==> config.mk <==
export PLATFORM = sky130hd
export DESIGN_NAME = vnem_lane
export DESIGN_NICKNAME = d
export VERILOG_FILES = /design/src/rtl/vnem_pkg.sv /design/src/rtl/vnem_lane.sv
export SDC_FILE = /design/constraint.sdc
export NUM_CORES = 1
export LEC_CHECK = 0
export BUFFER_PORTS_ARGS = -buffer_cell sky130_fd_sc_hd__buf_2
export CORE_AREA = 5 5 46 48
export DETAILED_ROUTE_END_ITERATION = 10
export DIE_AREA = 0 0 51 53
export PLACE_DENSITY = 0.95
export SYNTH_ARGS = -nofsm -noshare
export SYNTH_HDL_FRONTEND = slang
export SYNTH_SLANG_ARGS = --single-unit
export TNS_END_PERCENT = 1
==> constraint.sdc <==
create_clock -name vclk -period 5.6
set_input_delay 0.56 -clock vclk [all_inputs]
set_output_delay 0.56 -clock vclk [all_outputs]
set_load 0.05 [all_outputs]
==> src/rtl/vnem_pkg.sv <==
// ============================================================================
// vnem_pkg
// Shared types, constants and helpers for the negate / edge / motion pipeline
// ============================================================================
`default_nettype none

package vnem_pkg;

    // channel and field widths
    localparam int PIX_W      = 8;
    localparam int NUM_CH     = 3;
    localparam int SIZE_W     = 11;
    localparam int COUNT_W    = 21;
    localparam int CFG_IDX_W  = 3;
    localparam int CFG_DATA_W = 21;

    localparam logic [COUNT_W-1:0] COUNT_MAX = '1;

    // register reset values
    localparam logic [SIZE_W-1:0]  RST_WIDTH      = SIZE_W'(640);
    localparam logic [SIZE_W-1:0]  RST_HEIGHT     = SIZE_W'(480);
    localparam logic [PIX_W-1:0]   RST_PIX_THR    = PIX_W'(64);
    localparam logic [COUNT_W-1:0] RST_CHANGE_THR = COUNT_W'(10);

    // configuration register indexes
    typedef enum logic [CFG_IDX_W-1:0] {
        CFG_NEGATE     = 3'd0,
        CFG_EDGE       = 3'd1,
        CFG_MOTION     = 3'd2,
        CFG_WIDTH      = 3'd3,
        CFG_HEIGHT     = 3'd4,
        CFG_PIX_THR    = 3'd5,
        CFG_CHANGE_THR = 3'd6
    } t_cfg_idx;

    // one pixel, channel 0 (red) in the low byte
    typedef logic [NUM_CH-1:0][PIX_W-1:0] t_rgb;

    // what the lanes found for the motion sample of one pixel
    typedef struct packed {
        logic             hit;     // one byte of this pixel is sampled
        logic             offset;  // sampled byte is not the first channel
        logic [PIX_W-1:0] data;    // processed value of the sampled byte
    } t_sample;

    // effective frame size: zero acts as one, clamp to the maximum
    function automatic int eff_size(input logic [SIZE_W-1:0] v, input int maxv);
        int r;
        if (v == '0) begin
            r = 1;
        end else if (int'(v) > maxv) begin
            r = maxv;
        end else begin
            r = int'(v);
        end
        return r;
    endfunction

endpackage

`default_nettype wire

==> src/rtl/vnem_lane.sv <==
// ============================================================================
// vnem_lane
// One channel lane: negation, neighbour difference edge step, sample phase
// ============================================================================
`default_nettype none

module vnem_lane
    import vnem_pkg::*;
#(
    parameter int LANE      = 0,
    parameter int BYTE_STEP = 13,
    localparam int BP_W     = $clog2(BYTE_STEP)
) (
    input  wire logic [PIX_W-1:0] i_value,
    input  wire logic [PIX_W-1:0] i_prev,
    input  wire logic             i_negate,
    input  wire logic             i_edge_active,
    input  wire logic [BP_W-1:0]  i_phase,
    output logic      [PIX_W-1:0] o_neg,
    output logic      [PIX_W-1:0] o_res,
    output logic                  o_hit
);

    logic [PIX_W-1:0] diff;
    int               pos;

    // optional inversion
    assign o_neg = i_negate ? ~i_value : i_value;

    // absolute difference to the previous pixel, times four, wrapped
    always_comb begin
        diff = (o_neg > i_prev) ? (o_neg - i_prev) : (i_prev - o_neg);
        o_res = i_edge_active ? {diff[PIX_W-3:0], 2'b00} : o_neg;
    end

    // byte of this lane falls on a multiple of the byte step
    always_comb begin
        pos   = int'(i_phase) + LANE;
        o_hit = (pos == 0) || (pos == BYTE_STEP);
    end

endmodule

`default_nettype wire

==> flow_metrics.env <==
export IMPL_slowest_delay_ps=460
export IMPL_grt_pass1_vias=842
export IMPL_ys_seq_area_share_pct=0
export IMPL_wl_mm=2.231
export IMPL_num_io_pins=39
export IMPL_fin_nets=183
export IMPL_fin_crit_sh_pct=66.03
export IMPL_core_um2=1670
export IMPL_syn_inst=111
export IMPL_wl_per_cell_um=13.86
export IMPL_initial_utilization_pct=47.72
export IMPL_yosysUniqueCellTypes=37
export IMPL_syn_area_um2=797.0
export IMPL_syn_area_per_cell_um2=7.180
export IMPL_placed_cells=161
export IMPL_gp_congestion=0.7978
export IMPL_grt_ovfl_total=0
export IMPL_critical_path_top_delay_family="compound AO/OA/AOI/OAI gates"
export IMPL_drc=0
export IMPL_seq_cells=0
export IMPL_dieArea_um2=2703
export IMPL_end_kind="output pin"
export IMPL_timing_fmax_mhz=270.5
export IMPL_min_from="i_phase[1]"
export IMPL_setup_tns_ps=0
export IMPL_dp_hpwl_mm=1.863
export IMPL_cts_resized_gates=0
export IMPL_antennaDiodeCount=0
export IMPL_area_growth_pct=22.14
export IMPL_maxCapViolations=0
export IMPL_worstPathCellList="buf_2, xnor2_1, inv_1, fa_1, nand3_1, a21oi_1, o22a_2, and4_4, a2111oi_4, buf_2"
export IMPL_slew_violations=0
export IMPL_ant_nets=0
export IMPL_layout_common_cells="buf_2, inv_1, ha_1"
export IMPL_required_ps=5040
export IMPL_die_w_um=51
export IMPL_final_cells=161
export IMPL_start_kind="primary input"
export IMPL_io_buffers=39
export IMPL_postCtsSetupBuffers=0
export IMPL_rsz0062_at_grt="no"
export IMPL_critPathSlowestCell="fa_1"
export IMPL_period_minus_slack_ps=3697
export IMPL_leakage_uw=0.0005200
export IMPL_hold_path_class="in2out"
export IMPL_vias_per_cell=5.789
export IMPL_syn_nets=148
export IMPL_crit_arrival_ps=3140
export IMPL_worst_pin_slew_ps=467.0
export IMPL_nClkBuffers=0
export IMPL_slew_limit_headroom_pct=68.65
export IMPL_setup_viol_count_final=0
export IMPL_crit_path_max_fanout=12
export IMPL_worst_path_buf_inv=3
export IMPL_status="finished clean"
export IMPL_drtIter0Drc=14
export IMPL_grt_pass1_wl_mm=3.491
export IMPL_drive_gt1_share_pct=31.94
export IMPL_crit_start="i_negate"
export IMPL_grt_usage_pct=16.35
export IMPL_ys_warn_count=0
export IMPL_cp_common_cell="buf_2"
export IMPL_worstSetupPathType="in2out"
export IMPL_final_common_cell="buf_2"
export IMPL_num_vias=932
export IMPL_firstDrtPassIters=4
export IMPL_ff_latch_area_um2=0
export IMPL_hold_buffers=0
export IMPL_max_vdd_ir_drop_mv=0.1197
export IMPL_die_height_um=53
export IMPL_grt_antenna_before_repair=0
export IMPL_hold_violations=0
export IMPL_p_per_area_nw_per_um2=192.1
export IMPL_rows=15
export IMPL_grt_max_degree=25
==> per-layer routing <==
layer	vias up	global-route usage (%)	routed length [um]
met5	-	0	0
met4	0	6.278	68
met3	8	1.972	143
met2	50	32.19	1227
met1	422	17.45	792
li1	452	-	-
==> final timing paths <==
| kind | to | slack, ps | depth (start not counted) |
|---|---|---|---|
| setup / recovery | o_res[5] | 1900 | 10 |
| hold / removal | o_hit | 1420 | 3 |
==> cells by family after synthesis <==
family                     count (synthesis)  share of synthesized area [%]
and+or+nand+nor                           41                          30.30
AOI/OAI and AO/OA                         24                          21.66
adders and majority gates                 15                          25.43
xor gates and xnor gates                   8                          8.792
muxes                                      1                          1.256
buffers and inverters                     22                          12.56
==> layout make-up <==
type | count | area [um^2]
timing repair buffer | 39 | 195.2
fill | 136 | 696.9
tap | 17 | 21.27
inverter | 16 | 60.06
multi-input combinational | 89 | 696.9
==> cell usage after synthesis (all sizes together) <==
cell type  count  share of area [%]
inv           16                7.5
a21oi         13                9.1
ha            13                 20
nor2          10                4.7
nand2          7                3.3
buf            6                5.0
xor2           6                6.6
nand3          5                3.1
nor3           3                1.9
o21ai          3                1.9
a211oi         2                1.9
fa             2                5.0
nand3b         2                1.9
nand4          2                1.6
nor3b          2                1.9
nor4b          2                3.8
xnor2          2                2.2
a2111oi        1                3.5
a21boi         1               0.94
a21o           1               0.94
and2           1               0.79
and4           1                1.4
and4b          1                1.3
mux2i          1                1.3
nand2b         1               0.79
nand4b         1                1.1
nor4           1               0.79
nor4bb         1                1.3
o21bai         1               0.94
o22a           1                1.3
o311a          1                1.3
or3            1               0.79
==> through the flow <==
stage	util (%)	hold WS, ps	area (um^2)	power (uW)	setup slack [ps]
after floorplan	-	1295	797.0	148.3	1079
after global placement	58.28	1418	973.4	179.0	2024
after detailed placement	58.28	1421	973.4	185.6	1889
after CTS	58.28	1423	973.4	185.9	1889
after global routing	58.28	1424	973.4	201.4	1706
final	58.28	1422	973.4	187.0	1903
==> power by group <==
part           internal, uW  switching [uW]  total (uW)
clock network             0               0           0
logic                  57.3             130         187
registers                 0               0           0
total                  57.3             130         187
Note: power is estimated with default switching activity, not from simulation.
