### src/rtl/vnem_pkg.sv
// ============================================================================
// vnem_pkg
// Shared types, constants and helpers for the negate / edge / motion pipeline
// ============================================================================
`default_nettype none

package vnem_pkg;

    // channel and field widths
    localparam int PIX_W      = 8;
    localparam int NUM_CH     = 3;
    localparam int SIZE_W     = 11;
    localparam int COUNT_W    = 21;
    localparam int CFG_IDX_W  = 3;
    localparam int CFG_DATA_W = 21;

    localparam logic [COUNT_W-1:0] COUNT_MAX = '1;

    // register reset values
    localparam logic [SIZE_W-1:0]  RST_WIDTH      = SIZE_W'(640);
    localparam logic [SIZE_W-1:0]  RST_HEIGHT     = SIZE_W'(480);
    localparam logic [PIX_W-1:0]   RST_PIX_THR    = PIX_W'(64);
    localparam logic [COUNT_W-1:0] RST_CHANGE_THR = COUNT_W'(10);

    // configuration register indexes
    typedef enum logic [CFG_IDX_W-1:0] {
        CFG_NEGATE     = 3'd0,
        CFG_EDGE       = 3'd1,
        CFG_MOTION     = 3'd2,
        CFG_WIDTH      = 3'd3,
        CFG_HEIGHT     = 3'd4,
        CFG_PIX_THR    = 3'd5,
        CFG_CHANGE_THR = 3'd6
    } t_cfg_idx;

    // one pixel, channel 0 (red) in the low byte
    typedef logic [NUM_CH-1:0][PIX_W-1:0] t_rgb;

    // what the lanes found for the motion sample of one pixel
    typedef struct packed {
        logic             hit;     // one byte of this pixel is sampled
        logic             offset;  // sampled byte is not the first channel
        logic [PIX_W-1:0] data;    // processed value of the sampled byte
    } t_sample;

    // effective frame size: zero acts as one, clamp to the maximum
    function automatic int eff_size(input logic [SIZE_W-1:0] v, input int maxv);
        int r;
        if (v == '0) begin
            r = 1;
        end else if (int'(v) > maxv) begin
            r = maxv;
        end else begin
            r = int'(v);
        end
        return r;
    endfunction

endpackage

`default_nettype wire

### src/rtl/vnem_merge.sv
// ============================================================================
// vnem_merge
// Merges the lane results into the single motion sample of a pixel
// ============================================================================
`default_nettype none

module vnem_merge
    import vnem_pkg::*;
(
    input  wire logic              i_sample_en,
    input  wire t_rgb              i_res,
    input  wire logic [NUM_CH-1:0] i_hit,
    output t_sample                o_sample
);

    // at most one lane hits, since the byte step spans all three channels
    always_comb begin
        o_sample.hit    = 1'b0;
        o_sample.offset = 1'b0;
        o_sample.data   = i_res[0];
        if (i_sample_en) begin
            if (i_hit[0]) begin
                o_sample.hit  = 1'b1;
                o_sample.data = i_res[0];
            end else if (i_hit[1]) begin
                o_sample.hit    = 1'b1;
                o_sample.offset = 1'b1;
                o_sample.data   = i_res[1];
            end else if (i_hit[2]) begin
                o_sample.hit    = 1'b1;
                o_sample.offset = 1'b1;
                o_sample.data   = i_res[2];
            end
        end
    end

endmodule

`default_nettype wire

### config.mk
export PLATFORM = sky130hd
export DESIGN_NAME = vnem_merge
export DESIGN_NICKNAME = d
export VERILOG_FILES = /design/src/rtl/vnem_pkg.sv /design/src/rtl/vnem_merge.sv
export SDC_FILE = /design/constraint.sdc
export NUM_CORES = 1
export LEC_CHECK = 0
export ABC_AREA = 1
export BUFFER_PORTS_ARGS = -buffer_cell sky130_fd_sc_hd__buf_4
export CAP_MARGIN = 30
export CORE_AREA = 10 10 47 49
export DETAILED_ROUTE_END_ITERATION = 8
export DIE_AREA = 0 0 57 59
export PLACE_DENSITY = 0.82
export SLEW_MARGIN = 20
export SYNTH_ARGS = -nofsm -noshare
export SYNTH_HDL_FRONTEND = slang
export SYNTH_SLANG_ARGS = --single-unit
### constraint.sdc
create_clock -name vclk -period 0.9
set_input_delay 0.18 -clock vclk [all_inputs]
set_output_delay 0.18 -clock vclk [all_outputs]
set_load 0.05 [all_outputs]
==> results of run 1 <==
[critical path, stage by stage]
cell,delay [ns]
sky130_fd_sc_hd__buf_8,0.08
sky130_fd_sc_hd__inv_8,0.04
sky130_fd_sc_hd__nor2_8,0.19
sky130_fd_sc_hd__nand2_4,0.10
sky130_fd_sc_hd__nand2_2,0.07
sky130_fd_sc_hd__nand2_2,0.06
sky130_fd_sc_hd__clkinvlp_4,0.08
sky130_fd_sc_hd__buf_8,0.14
[power groups by stage]
stage                     clock (uW)  sequential [uW]  combinational, uW
after floorplan                    0                0                326
after global placement             0                0                479
after detailed placement           0                0                487
after CTS                          0                0                563
after global routing               0                0                649
final                              0                0                614
[area by class of cell]
class	instances	area, um2	area share
Timing Repair inverter	1	6.256	0.006443
Inverter	32	168.9	0.1740
Tap cell	16	20.02	0.02062
Multi-Input combinational cell	55	380.4	0.3918
Timing Repair Buffer	39	395.4	0.4072
[kinds of logic after synthesis]
| kind of cell | count (synthesis) | share of synthesized area |
|---|---|---|
| AND/OR/NAND/NOR | 53 | 0.6471 |
| buffers and inverters | 34 | 0.3529 |
[placed cells by master (no fill, tap or decap)]
cell,Yosys,layout
sky130_fd_sc_hd__buf_6,2,2
sky130_fd_sc_hd__inv_8,1,1
sky130_fd_sc_hd__inv_1,30,21
sky130_fd_sc_hd__nand2_4,0,9
sky130_fd_sc_hd__nor2_4,0,3
sky130_fd_sc_hd__buf_4,0,25
sky130_fd_sc_hd__nand3_1,8,8
sky130_fd_sc_hd__nand2_2,7,10
sky130_fd_sc_hd__inv_4,0,2
sky130_fd_sc_hd__nand2_1,33,22
sky130_fd_sc_hd__nor2_8,1,1
sky130_fd_sc_hd__clkinv_8,0,1
sky130_fd_sc_hd__inv_2,1,1
sky130_fd_sc_hd__clkinvlp_4,0,7
sky130_fd_sc_hd__buf_12,0,1
sky130_fd_sc_hd__buf_8,0,11
sky130_fd_sc_hd__nand2_8,2,2
[through the flow]
step,area [um2],cells,setup slack [ns]
after detailed placement,777.0,140,-0.2873
after global placement,777.0,140,-0.2723
after global routing,970.9,143,-0.2584
after floorplan,495.5,87,-0.1495
after CTS,880.8,141,-0.2039
final,970.9,143,-0.2304
[layer usage]
metal / track usage / vias to the layer above
li1: - / 323
met1: 0.08057 / 281
met2: 0.1845 / 14
met3: 0.01288 / 0
met4: 0 / 0
met5: 0 / -
[timing repair]
action,CTS,global route
pin swaps,2,8
resized for setup,27,18
setup endpoints to repair,10,10
buffers inserted,0,1
gates cloned,1,2
[worst max-delay path by stage]
| stage | end | slack [ns] | cells past startpoint |
|---|---|---|---|
| final | o_sample[3] | -0.23 | 8 |
| after global routing | o_sample[3] | -0.26 | 8 |
| after CTS | o_sample[5] | -0.20 | 7 |
| after detailed placement | o_sample[5] | -0.29 | 8 |
| after global placement | o_sample[0] | -0.27 | 8 |
| after floorplan | o_sample[8] | -0.15 | 4 |
==> results list, run 1 <==
* Status: finished, violations left
* Violated checks: setup timing
- Mapped Cells: 87
* Smallest hold slack: 0.7039 ns
* # rows: 14
- Total standard cell area after synthesis: 425.4 um2
- Setup crit start: i_sample_en
- Initial antenna violation count: 0
* Highest routing layer actually used: met3
- P_sw: 341.3 uW
- Tcrit/Tclk final: 1.256
* Util after Layout: 0.6929
- Die Width: between 50 and 60 um
- Vias: 618
- Of the total power, registers draw 0.
- Along the worst hold path, the cell count comes to 4.
* Via count of the first global-routing pass: 592
- Final antenna-violating net count: 0
* Routed wirelength normalized by instance count: 12.01 um
- In the post-synthesis netlist, the cell with the most instances is sky130_fd_sc_hd__nand2_1.
- Post-DP HPWL: 1277 um
- Post-synth cell types: 10
- TritonRoute pass-1 iters: 2
* Worst EP arrival: 0.95 ns
- Detailed routing placed a total of between 1000 and 1500 um of wire on met2.
* Total die area: around 3400 um2
- Yosys printed 0 warnings.
- Int Power: 272.5 uW
- The hold violation count in the final report came to 0.
- Cells taking the most area after synthesis: sky130_fd_sc_hd__nand2_1, sky130_fd_sc_hd__inv_1, sky130_fd_sc_hd__nand2_2, sky130_fd_sc_hd__nand2_8, sky130_fd_sc_hd__nand3_1
- The max-slew violation count came to 0.
- The worst pin sits at a relative slew slack of 0.8714.
* Static leakage: approximately 0.00055 uW
- Largest net degree at the start of global routing: 11
- Final nets: around 160
- Count of flip-flops and latches: 0
* Switching Share: 0.5561
* Required time worst endpoint: 0.72 ns
- The tool flagged a number of max-cap violations equal to 0.
- The floorplan step defined a core boundary enclosing 1401 um2.
* Total area of sequential cells: 0 um2
* Growth of design area from synthesis to finish: 128.2%
* GR Util All Layers: 0.08333
- Met3 routed wirelength: 64 um
* Total of endpoints with negative setup slack in the final report: 10
* Number of primary I/O pins: 38
* Die height: between 50 and 60 um
* Tightest Pin Transition: around 0.19 ns
- Worst vdd rail ir drop: roughly 0.32 mV
* Nets in the synthesized netlist: roughly 120
* Areal power density over the cells: around 630 nW/um2
- STA classifies the critical path startpoint as an input port.
- Destination of the worst hold path: o_sample[7]
- Port buffer count: 38
- Maximum achievable frequency: roughly 0.88 GHz
- The first global-routing pass estimated between 2000 and 2500 um of wire.
* Critical path class: in -> out
- Total negative slack: -1.752 ns
* Synth area leader: sky130_fd_sc_hd__nand2_1
* Element type at the critical path end: output port
- Detailed router's first-iteration violation count: 8
- Clock period minus final worst setup slack: 1.130 ns
- M1 wire length: just over 600 um
* Via-to-Cell Ratio: between 4 and 5
- Total congestion overflow: 0
- Avg Inst Size Synth: 4.890 um2
- RSZ-0062 raised after global routing: yes
- Across all setup checks in the final design, the least slack found is -0.2304 ns.
- For this block, the routed nets add up to 1717 um of wire.
* Critical path fanouts, max: 6
- Class of the worst hold path: in -> out
- Total power for the finished layout comes to 613.7 uW.
- GP Congestion: 0.6893
- # hold bufs at CTS: 0
- After layout, the clock buffer instance count stands at 0.
- After detailed routing, the number of remaining DRC violations is 0.
- Clock Power Share: 0
- Effective utilization at floorplan: 0.3036
- The worst hold path begins at i_res[7].
- The filler cells instantiated in the layout total 106.
- Of the cells placed in the final design, the portion with a size suffix greater than 1 is 0.5984.
* Register area share after synthesis: 0
- Of the post-synthesis cell area, the dominant cell type holds 0.2912.
- Comb power frac: 1.000
- Antenna diodes: 0
- Most common library cells after synthesis: sky130_fd_sc_hd__nand2_1, sky130_fd_sc_hd__inv_1, sky130_fd_sc_hd__nand3_1
Note: power is estimated with default switching activity, not from simulation.
==> inputs of run 2 (changes only) <==
--- a/config.mk
+++ b/config.mk
@@ -11,7 +11,7 @@
 export CORE_AREA = 10 10 47 49
 export DETAILED_ROUTE_END_ITERATION = 8
 export DIE_AREA = 0 0 57 59
-export PLACE_DENSITY = 0.82
+export PLACE_DENSITY = 0.85
 export SLEW_MARGIN = 20
 export SYNTH_ARGS = -nofsm -noshare
 export SYNTH_HDL_FRONTEND = slang
==> constraint.sdc (replaced) <==
create_clock -name vclk -period 1
set_input_delay 0.2 -clock vclk [all_inputs]
set_output_delay 0.2 -clock vclk [all_outputs]
set_load 0.05 [all_outputs]
==> results list, run 2 (synthesis results as in run 1) <==
- The share of total power dissipated in combinational logic is 1.000.
- Destination of the worst hold path: o_sample[7]
* Tcrit/Tclk final: 1.154
- Tightest Pin Transition: 0.1961 ns
- The worst setup path is captured at an output port.
* Setup crit start: i_sample_en
- Port buffer count: 38
* Final WS setup: -0.1542 ns
- In the routed design, unresolved DRC markers number 0.
* Most common library cell in the layout ignoring fill and taps: sky130_fd_sc_hd__buf_4
- The analysis attributes to net switching a power of 304.4 uW.
- The wire-length estimate of the detail-placed layout is ~1300 um.
- TritonRoute pass-1 iters: 4
* Static leakage: 0.0005593 uW
* Die Width: around 57 um
- Across the run, the number of max-cap violations was 0.
- Required time worst endpoint: ~0.8 ns
- The first global-routing pass estimated 2463 um of wire.
- Routed wirelength normalized by instance count: around 12 um
- The hold violation count in the final report is 0.
- In this run the most critical hold path is launched from i_res[7].
- Setup repair after global routing could not meet its margin everywhere.
* Clock Power Share: 0
- Final nets: 160
- GR Util All Layers: 0.08229
- On the critical path, the stage with the largest delay is an instance of sky130_fd_sc_hd__nor2_8.
- Detailed router's first-iteration violation count: 7
- In this run the standard cell core region covers 1401 um2.
- In the final layout, the share of cells above drive strength 1 is 0.6077.
* Smallest hold slack: 0.7482 ns
- IR analysis of the VDD net gives a maximum drop of around 0.32 mV.
* Highest routing layer actually used: met3
- At the end of the flow the core is filled with cells to 0.6938.
- Pin placement for this block handled 38 I/O pins.
* Delay-heaviest family, CP: simple AND/OR/NAND/NOR gates
* Clock period minus final worst setup slack: 1.154 ns
- Pins over their slew limit: 0
- Areal power density over the cells: 565.6 nW/um2
- The floorplan has 14 rows.
- Switching Share: 0.5536
- The run finished, with violations left.
- Met3 routed wirelength: 118 um
- Worst EP arrival: 0.95 ns
* Die height: approximately 59 um
- The internal portion of the total power is 245.5 uW.
* Critical path fanouts, max: 6
- At the end of routability-driven placement, the weighted congestion stood at 0.7478.
* Via-to-Cell Ratio: between 4 and 5
* Cell Chain, Critical Path: buf_8 > inv_8 > nor2_8 > nand2_4 > nand2_2 > nand2_2 > clkinvlp_4 > buf_8
- Bufs and invs on worst path: 4
- Count of flip-flops and latches: 0
- The initial antenna violation count was 0.
- OpenSTA, run right after detailed placement, puts the worst setup slack at -0.2253 ns.
- The via count of the first global-routing pass came to 626.
- Total die area: roughly 3400 um2
- The worst hold path belongs to the class in -> out.
- The number of antenna diodes in the final layout is 0.
- The sequential cells in the finished layout cover a total of 0 um2.
- After detailed routing, the met2 layer carries 1038 um of wire.
* Reg power frac: 0
* Vias: 626
* Critical path class: in -> out
- Final antenna-violating net count: 0
* Routed wire length: 1755 um
* Total of endpoints with negative setup slack in the final report: 9
- Violated checks: setup timing
- The initial utilization of the core area, before any placement, comes to 0.3036.
- The layout has 0 clock buffers.
* M1 wire length: 598 um
- Kind of launch point of the worst setup path: input port
- The worst hold path was traced through 4 stages.
- From synthesis to final layout, the design area changed by 128.5%.
- Measured against its own limit, the worst slew margin works out to 0.8693.
- Entering global routing, the biggest net connects 10 pins.
* Total congestion overflow: 0
* Maximum achievable frequency: 0.8664 GHz
- In this design, the stage delay of the slowest critical-path cell is 0.19 ns.
* Commonest non-fill, non-tap cells in the layout: sky130_fd_sc_hd__buf_4, sky130_fd_sc_hd__nand2_1, sky130_fd_sc_hd__inv_1
run 2: metal layers:
layer	track usage	vias up
li1	-	323
met1	0.08005	284
met2	0.1798	19
met3	0.01502	0
met4	0	0
met5	0	-
run 2: layout make-up:
| cell class | instances | area [um2] |
|---|---|---|
| fill | 119 | 429.2 |
| inverter | 32 | 163.9 |
| multi-input combinational | 55 | 375.4 |
| tap | 16 | 20.02 |
| timing repair buffer | 42 | 406.6 |
| timing repair inverter | 1 | 6.256 |
run 2: worst max path at each step:
stage | end | cells after the start
2_1_floorplan | o_sample[0] | 7
3_3_place_gp | o_sample[2] | 8
3_5_place_dp | o_sample[6] | 8
4_1_cts | o_sample[6] | 7
5_1_grt | o_sample[2] | 8
6_report | o_sample[2] | 8
run 2: stage by stage:
step                power [uW]  std cells  cell area (um2)  setup TNS, ns
floorplan                291.1         87            490.5        -0.7307
global placement         439.8        142            792.0         -1.849
detailed placement       447.2        142            792.0         -1.962
CTS                      479.4        142            839.6         -1.519
global route             584.4        146            972.2         -1.512
finish                   549.9        146            972.2         -1.139
run 2: worst min-delay path, stage by stage:
cell	delay, ns
sky130_fd_sc_hd__buf_4	0.08
sky130_fd_sc_hd__nand2_2	0.06
sky130_fd_sc_hd__nand2_4	0.06
sky130_fd_sc_hd__buf_6	0.14
run 2: power by group through the flow:
stage | Clock [uW] | Sequential [uW] | Combinational, uW
finish | 0 | 0 | 550
global route | 0 | 0 | 584
CTS | 0 | 0 | 479
detailed placement | 0 | 0 | 447
global placement | 0 | 0 | 440
floorplan | 0 | 0 | 291
run 2: timing repair:
item                                    CTS  global route
cloned                                    0             3
hold buffers                              0             0
gates resized for setup                  14            26
endpoints found under the setup margin   10            10
pin swaps                                 0             6
buffers inserted                          0             1
==> inputs of run 3 (changes only) <==
--- a/config.mk
+++ b/config.mk
@@ -5,13 +5,13 @@
 export SDC_FILE = /design/constraint.sdc
 export NUM_CORES = 1
 export LEC_CHECK = 0
-export ABC_AREA = 1
 export BUFFER_PORTS_ARGS = -buffer_cell sky130_fd_sc_hd__buf_4
 export CAP_MARGIN = 30
 export CORE_AREA = 10 10 47 49
 export DETAILED_ROUTE_END_ITERATION = 8
 export DIE_AREA = 0 0 57 59
-export PLACE_DENSITY = 0.85
+export PLACE_DENSITY = 0.75
+export REMOVE_ABC_BUFFERS = 1
 export SLEW_MARGIN = 20
 export SYNTH_ARGS = -nofsm -noshare
 export SYNTH_HDL_FRONTEND = slang
==> results list, run 3 <==
- The run finished, with violations left.
- Violated checks: setup timing
* Vias: 496
- On the final layout, the worst hold slack is 0.7433 ns.
- Across the run, the number of max-cap violations was 0.
- Of the total synthesized cell area, the portion taken by full adders, half adders and majority gates is 0.
- The compound-cell area share of the yosys netlist is 0.4545.
* GP Congestion: between 0.6 and 0.7
- The min-delay analysis places its worst path in the category in -> out.
- Wire length of the first global-routing pass: 2318 um
- Headroom to the max-slew limit came out at 0.8582.
- Hold path depth: 3
- The top cell types in the final layout, fill and taps aside, are sky130_fd_sc_hd__buf_4, sky130_fd_sc_hd__buf_6, sky130_fd_sc_hd__nand4b_1, sky130_fd_sc_hd__nand2b_1, sky130_fd_sc_hd__a221o_1.
* Worst Hold Launch: i_res[6]
- The library cell used most frequently in the layout, excluding fill and tap cells, is sky130_fd_sc_hd__buf_4.
* Register area share after synthesis: 0
- Entering global routing, the biggest net connects 16 pins.
- Of the total synthesized cell area, the portion taken by AND, OR, NAND and NOR gates is 0.4132.
- Post-DP HPWL: 1259 um
- Effective utilization at floorplan: 0.2161
- # rows: 14
- Among all stages on the critical path, the largest delay is contributed by sky130_fd_sc_hd__a221o_1.
- Across every metal layer, demand over resource in global routing totals 0.07852.
- Placed Area: around 630 um2
- Setup repair after global routing could not meet its margin everywhere.
* Most common library cells after synthesis: sky130_fd_sc_hd__nand2b_1, sky130_fd_sc_hd__a21oi_1, sky130_fd_sc_hd__a221o_1, sky130_fd_sc_hd__nand4b_1
- Synth area leader: sky130_fd_sc_hd__a221o_1
* Pins over their slew limit: 0
* Maximum achievable frequency: 0.8040 GHz
- Drc violations: 0
- The average instance in the mapped netlist occupies ~7.6 um2.
- The worst-case IR drop observed on VDD is between 0.2 and 0.25 mV.
- Post-route design area: 788.3 um2
* Detailed router's first-iteration violation count: 9
- Cells taking the most area after synthesis: sky130_fd_sc_hd__a221o_1, sky130_fd_sc_hd__nand4b_1, sky130_fd_sc_hd__nand2b_1, sky130_fd_sc_hd__a21oi_1, sky130_fd_sc_hd__buf_6
- Area share of the largest cell type after synthesis: 0.1983
- Growth of design area from synthesis to finish: 160.3%
- The critical path goes through buf_8 > nor2b_4 > and2_4 > a221o_1 > buf_6.
* Largest family of logic cells by synthesized area: compound AO/OA/AOI/OAI gates
- The sequential cells in the finished layout cover a total of 0 um2.
- The die covers 3363 um2.
* Routed wire length: between 1500 and 2000 um
- The floorplan step set the die height to 59 um.
- Mapped Cells: 40
* Antenna diodes: 0
- The synthesized netlist contains 16 unique library cells.
- Required time worst endpoint: 0.80 ns
* Proportion of layout cells with a drive suffix above 1: 0.7229
* Routed wirelength normalized by instance count: ~16 um
- The synthesized netlist occupies a cell area of 302.8 um2.
- Data on the critical path arrives at its endpoint at 1.04 ns.
* Delay of the slowest cell on the worst path: 0.31 ns
- Setup crit start: i_sample_en
* Critical path class: in -> out
* Port buffer count: 38
- Destination of the worst hold path: o_sample[6]
- Count of flip-flops and latches: 0
* Via count of the first global-routing pass: between 500 and 600
- Tcrit/Tclk final: 1.244
* Final nets: between 100 and 150
- Via-to-Cell Ratio: 5.010
* Post-synthesis xor/xnor area fraction: 0
- The total overflow left after global routing is 0.
- Of the post-synthesis cell area, the part taken by muxes is 0.
- The initial antenna violation count came to 0.
- In this run the power density over the cells is slightly above 600 nW/um2.
- In this run the remaining antenna-violating nets after routing total 0.
* Element type at the critical path end: output port
* Total of endpoints with negative setup slack in the final report: 10
* Tightest Pin Transition: 0.2127 ns
* Static leakage: ~0.00037 uW
- The worst setup path is launched from an input port.
- Final Hold Violating Endpoints: 0
- In this run the count of I/O pins placed on the die edge is 38.
- Clock buffers: 0
- Standard cell core area: 1401 um2
* Clock period minus final worst setup slack: 1.244 ns
* YS warnings: 0
- Critical path fanouts, max: 6
* Leading cell type by number of instances after synthesis: sky130_fd_sc_hd__nand2b_1
- From left edge to right edge, the die measures 57 um.
- The number of hold buffers added after CTS was 0.
- The first detailed-routing pass took 4 iterations.
* Final WS setup: -0.2438 ns
[run 3: timing repair]
| action | in CTS | in global routing |
|---|---|---|
| resized for setup | 19 | 17 |
| pin swaps | 6 | 7 |
| endpoints found under the setup margin | 10 | 10 |
| buffers inserted | 1 | 1 |
[run 3: report_power, final]
group	internal [uW]	total, uW	leakage, uW	switching (uW)
clock	0	0	0	0
combinational	241	480	0.000365	239
sequential	0	0	0	0
total	241	480	0.000365	239
[run 3: critical path, delay by kind of cell]
kind / cells / cell delay (ns)
compound gates: 1 / 0.31
simple gates: 2 / 0.27
buf+inv: 2 / 0.26
[run 3: final cells by class]
class	count	area [um2]
fill	138	613.1
timing repair buffer	48	446.7
multi-input combinational	34	317.8
tap	16	20.02
inverter	1	3.754
[run 3: cell families after synthesis]
kind of cell    Yosys count
compound gates           18
buf+inv                   6
simple gates             16
[run 3: how the worst max path moves through the flow]
stage	to	slack, ns	cells after the start
floorplan	o_sample[6]	-0.41	2
global placement	o_sample[1]	-0.34	4
detailed placement	o_sample[5]	-0.37	4
CTS	o_sample[5]	-0.27	5
global route	o_sample[1]	-0.29	6
finish	o_sample[5]	-0.24	5
[run 3: stage by stage]
step	total power (uW)	std cells	setup slack [ns]	utilization	TNS, ns
after global placement	391.9	97	-0.3363	0.4509	-2.890
after CTS	443.0	98	-0.2710	0.5098	-2.217
after floorplan	201.4	35	-0.4102	-	-1.913
after detailed placement	396.9	97	-0.3650	0.4509	-3.071
after global routing	505.9	99	-0.2925	0.5625	-2.215
final	479.5	99	-0.2438	0.5625	-1.895
[run 3: layer usage]
metal,vias up,share of wire,global-route usage
met5,-,0,0
met4,0,0,0
met3,0,0.083,0.02146
met2,20,0.56,0.1550
met1,228,0.36,0.08511
li1,248,-,-
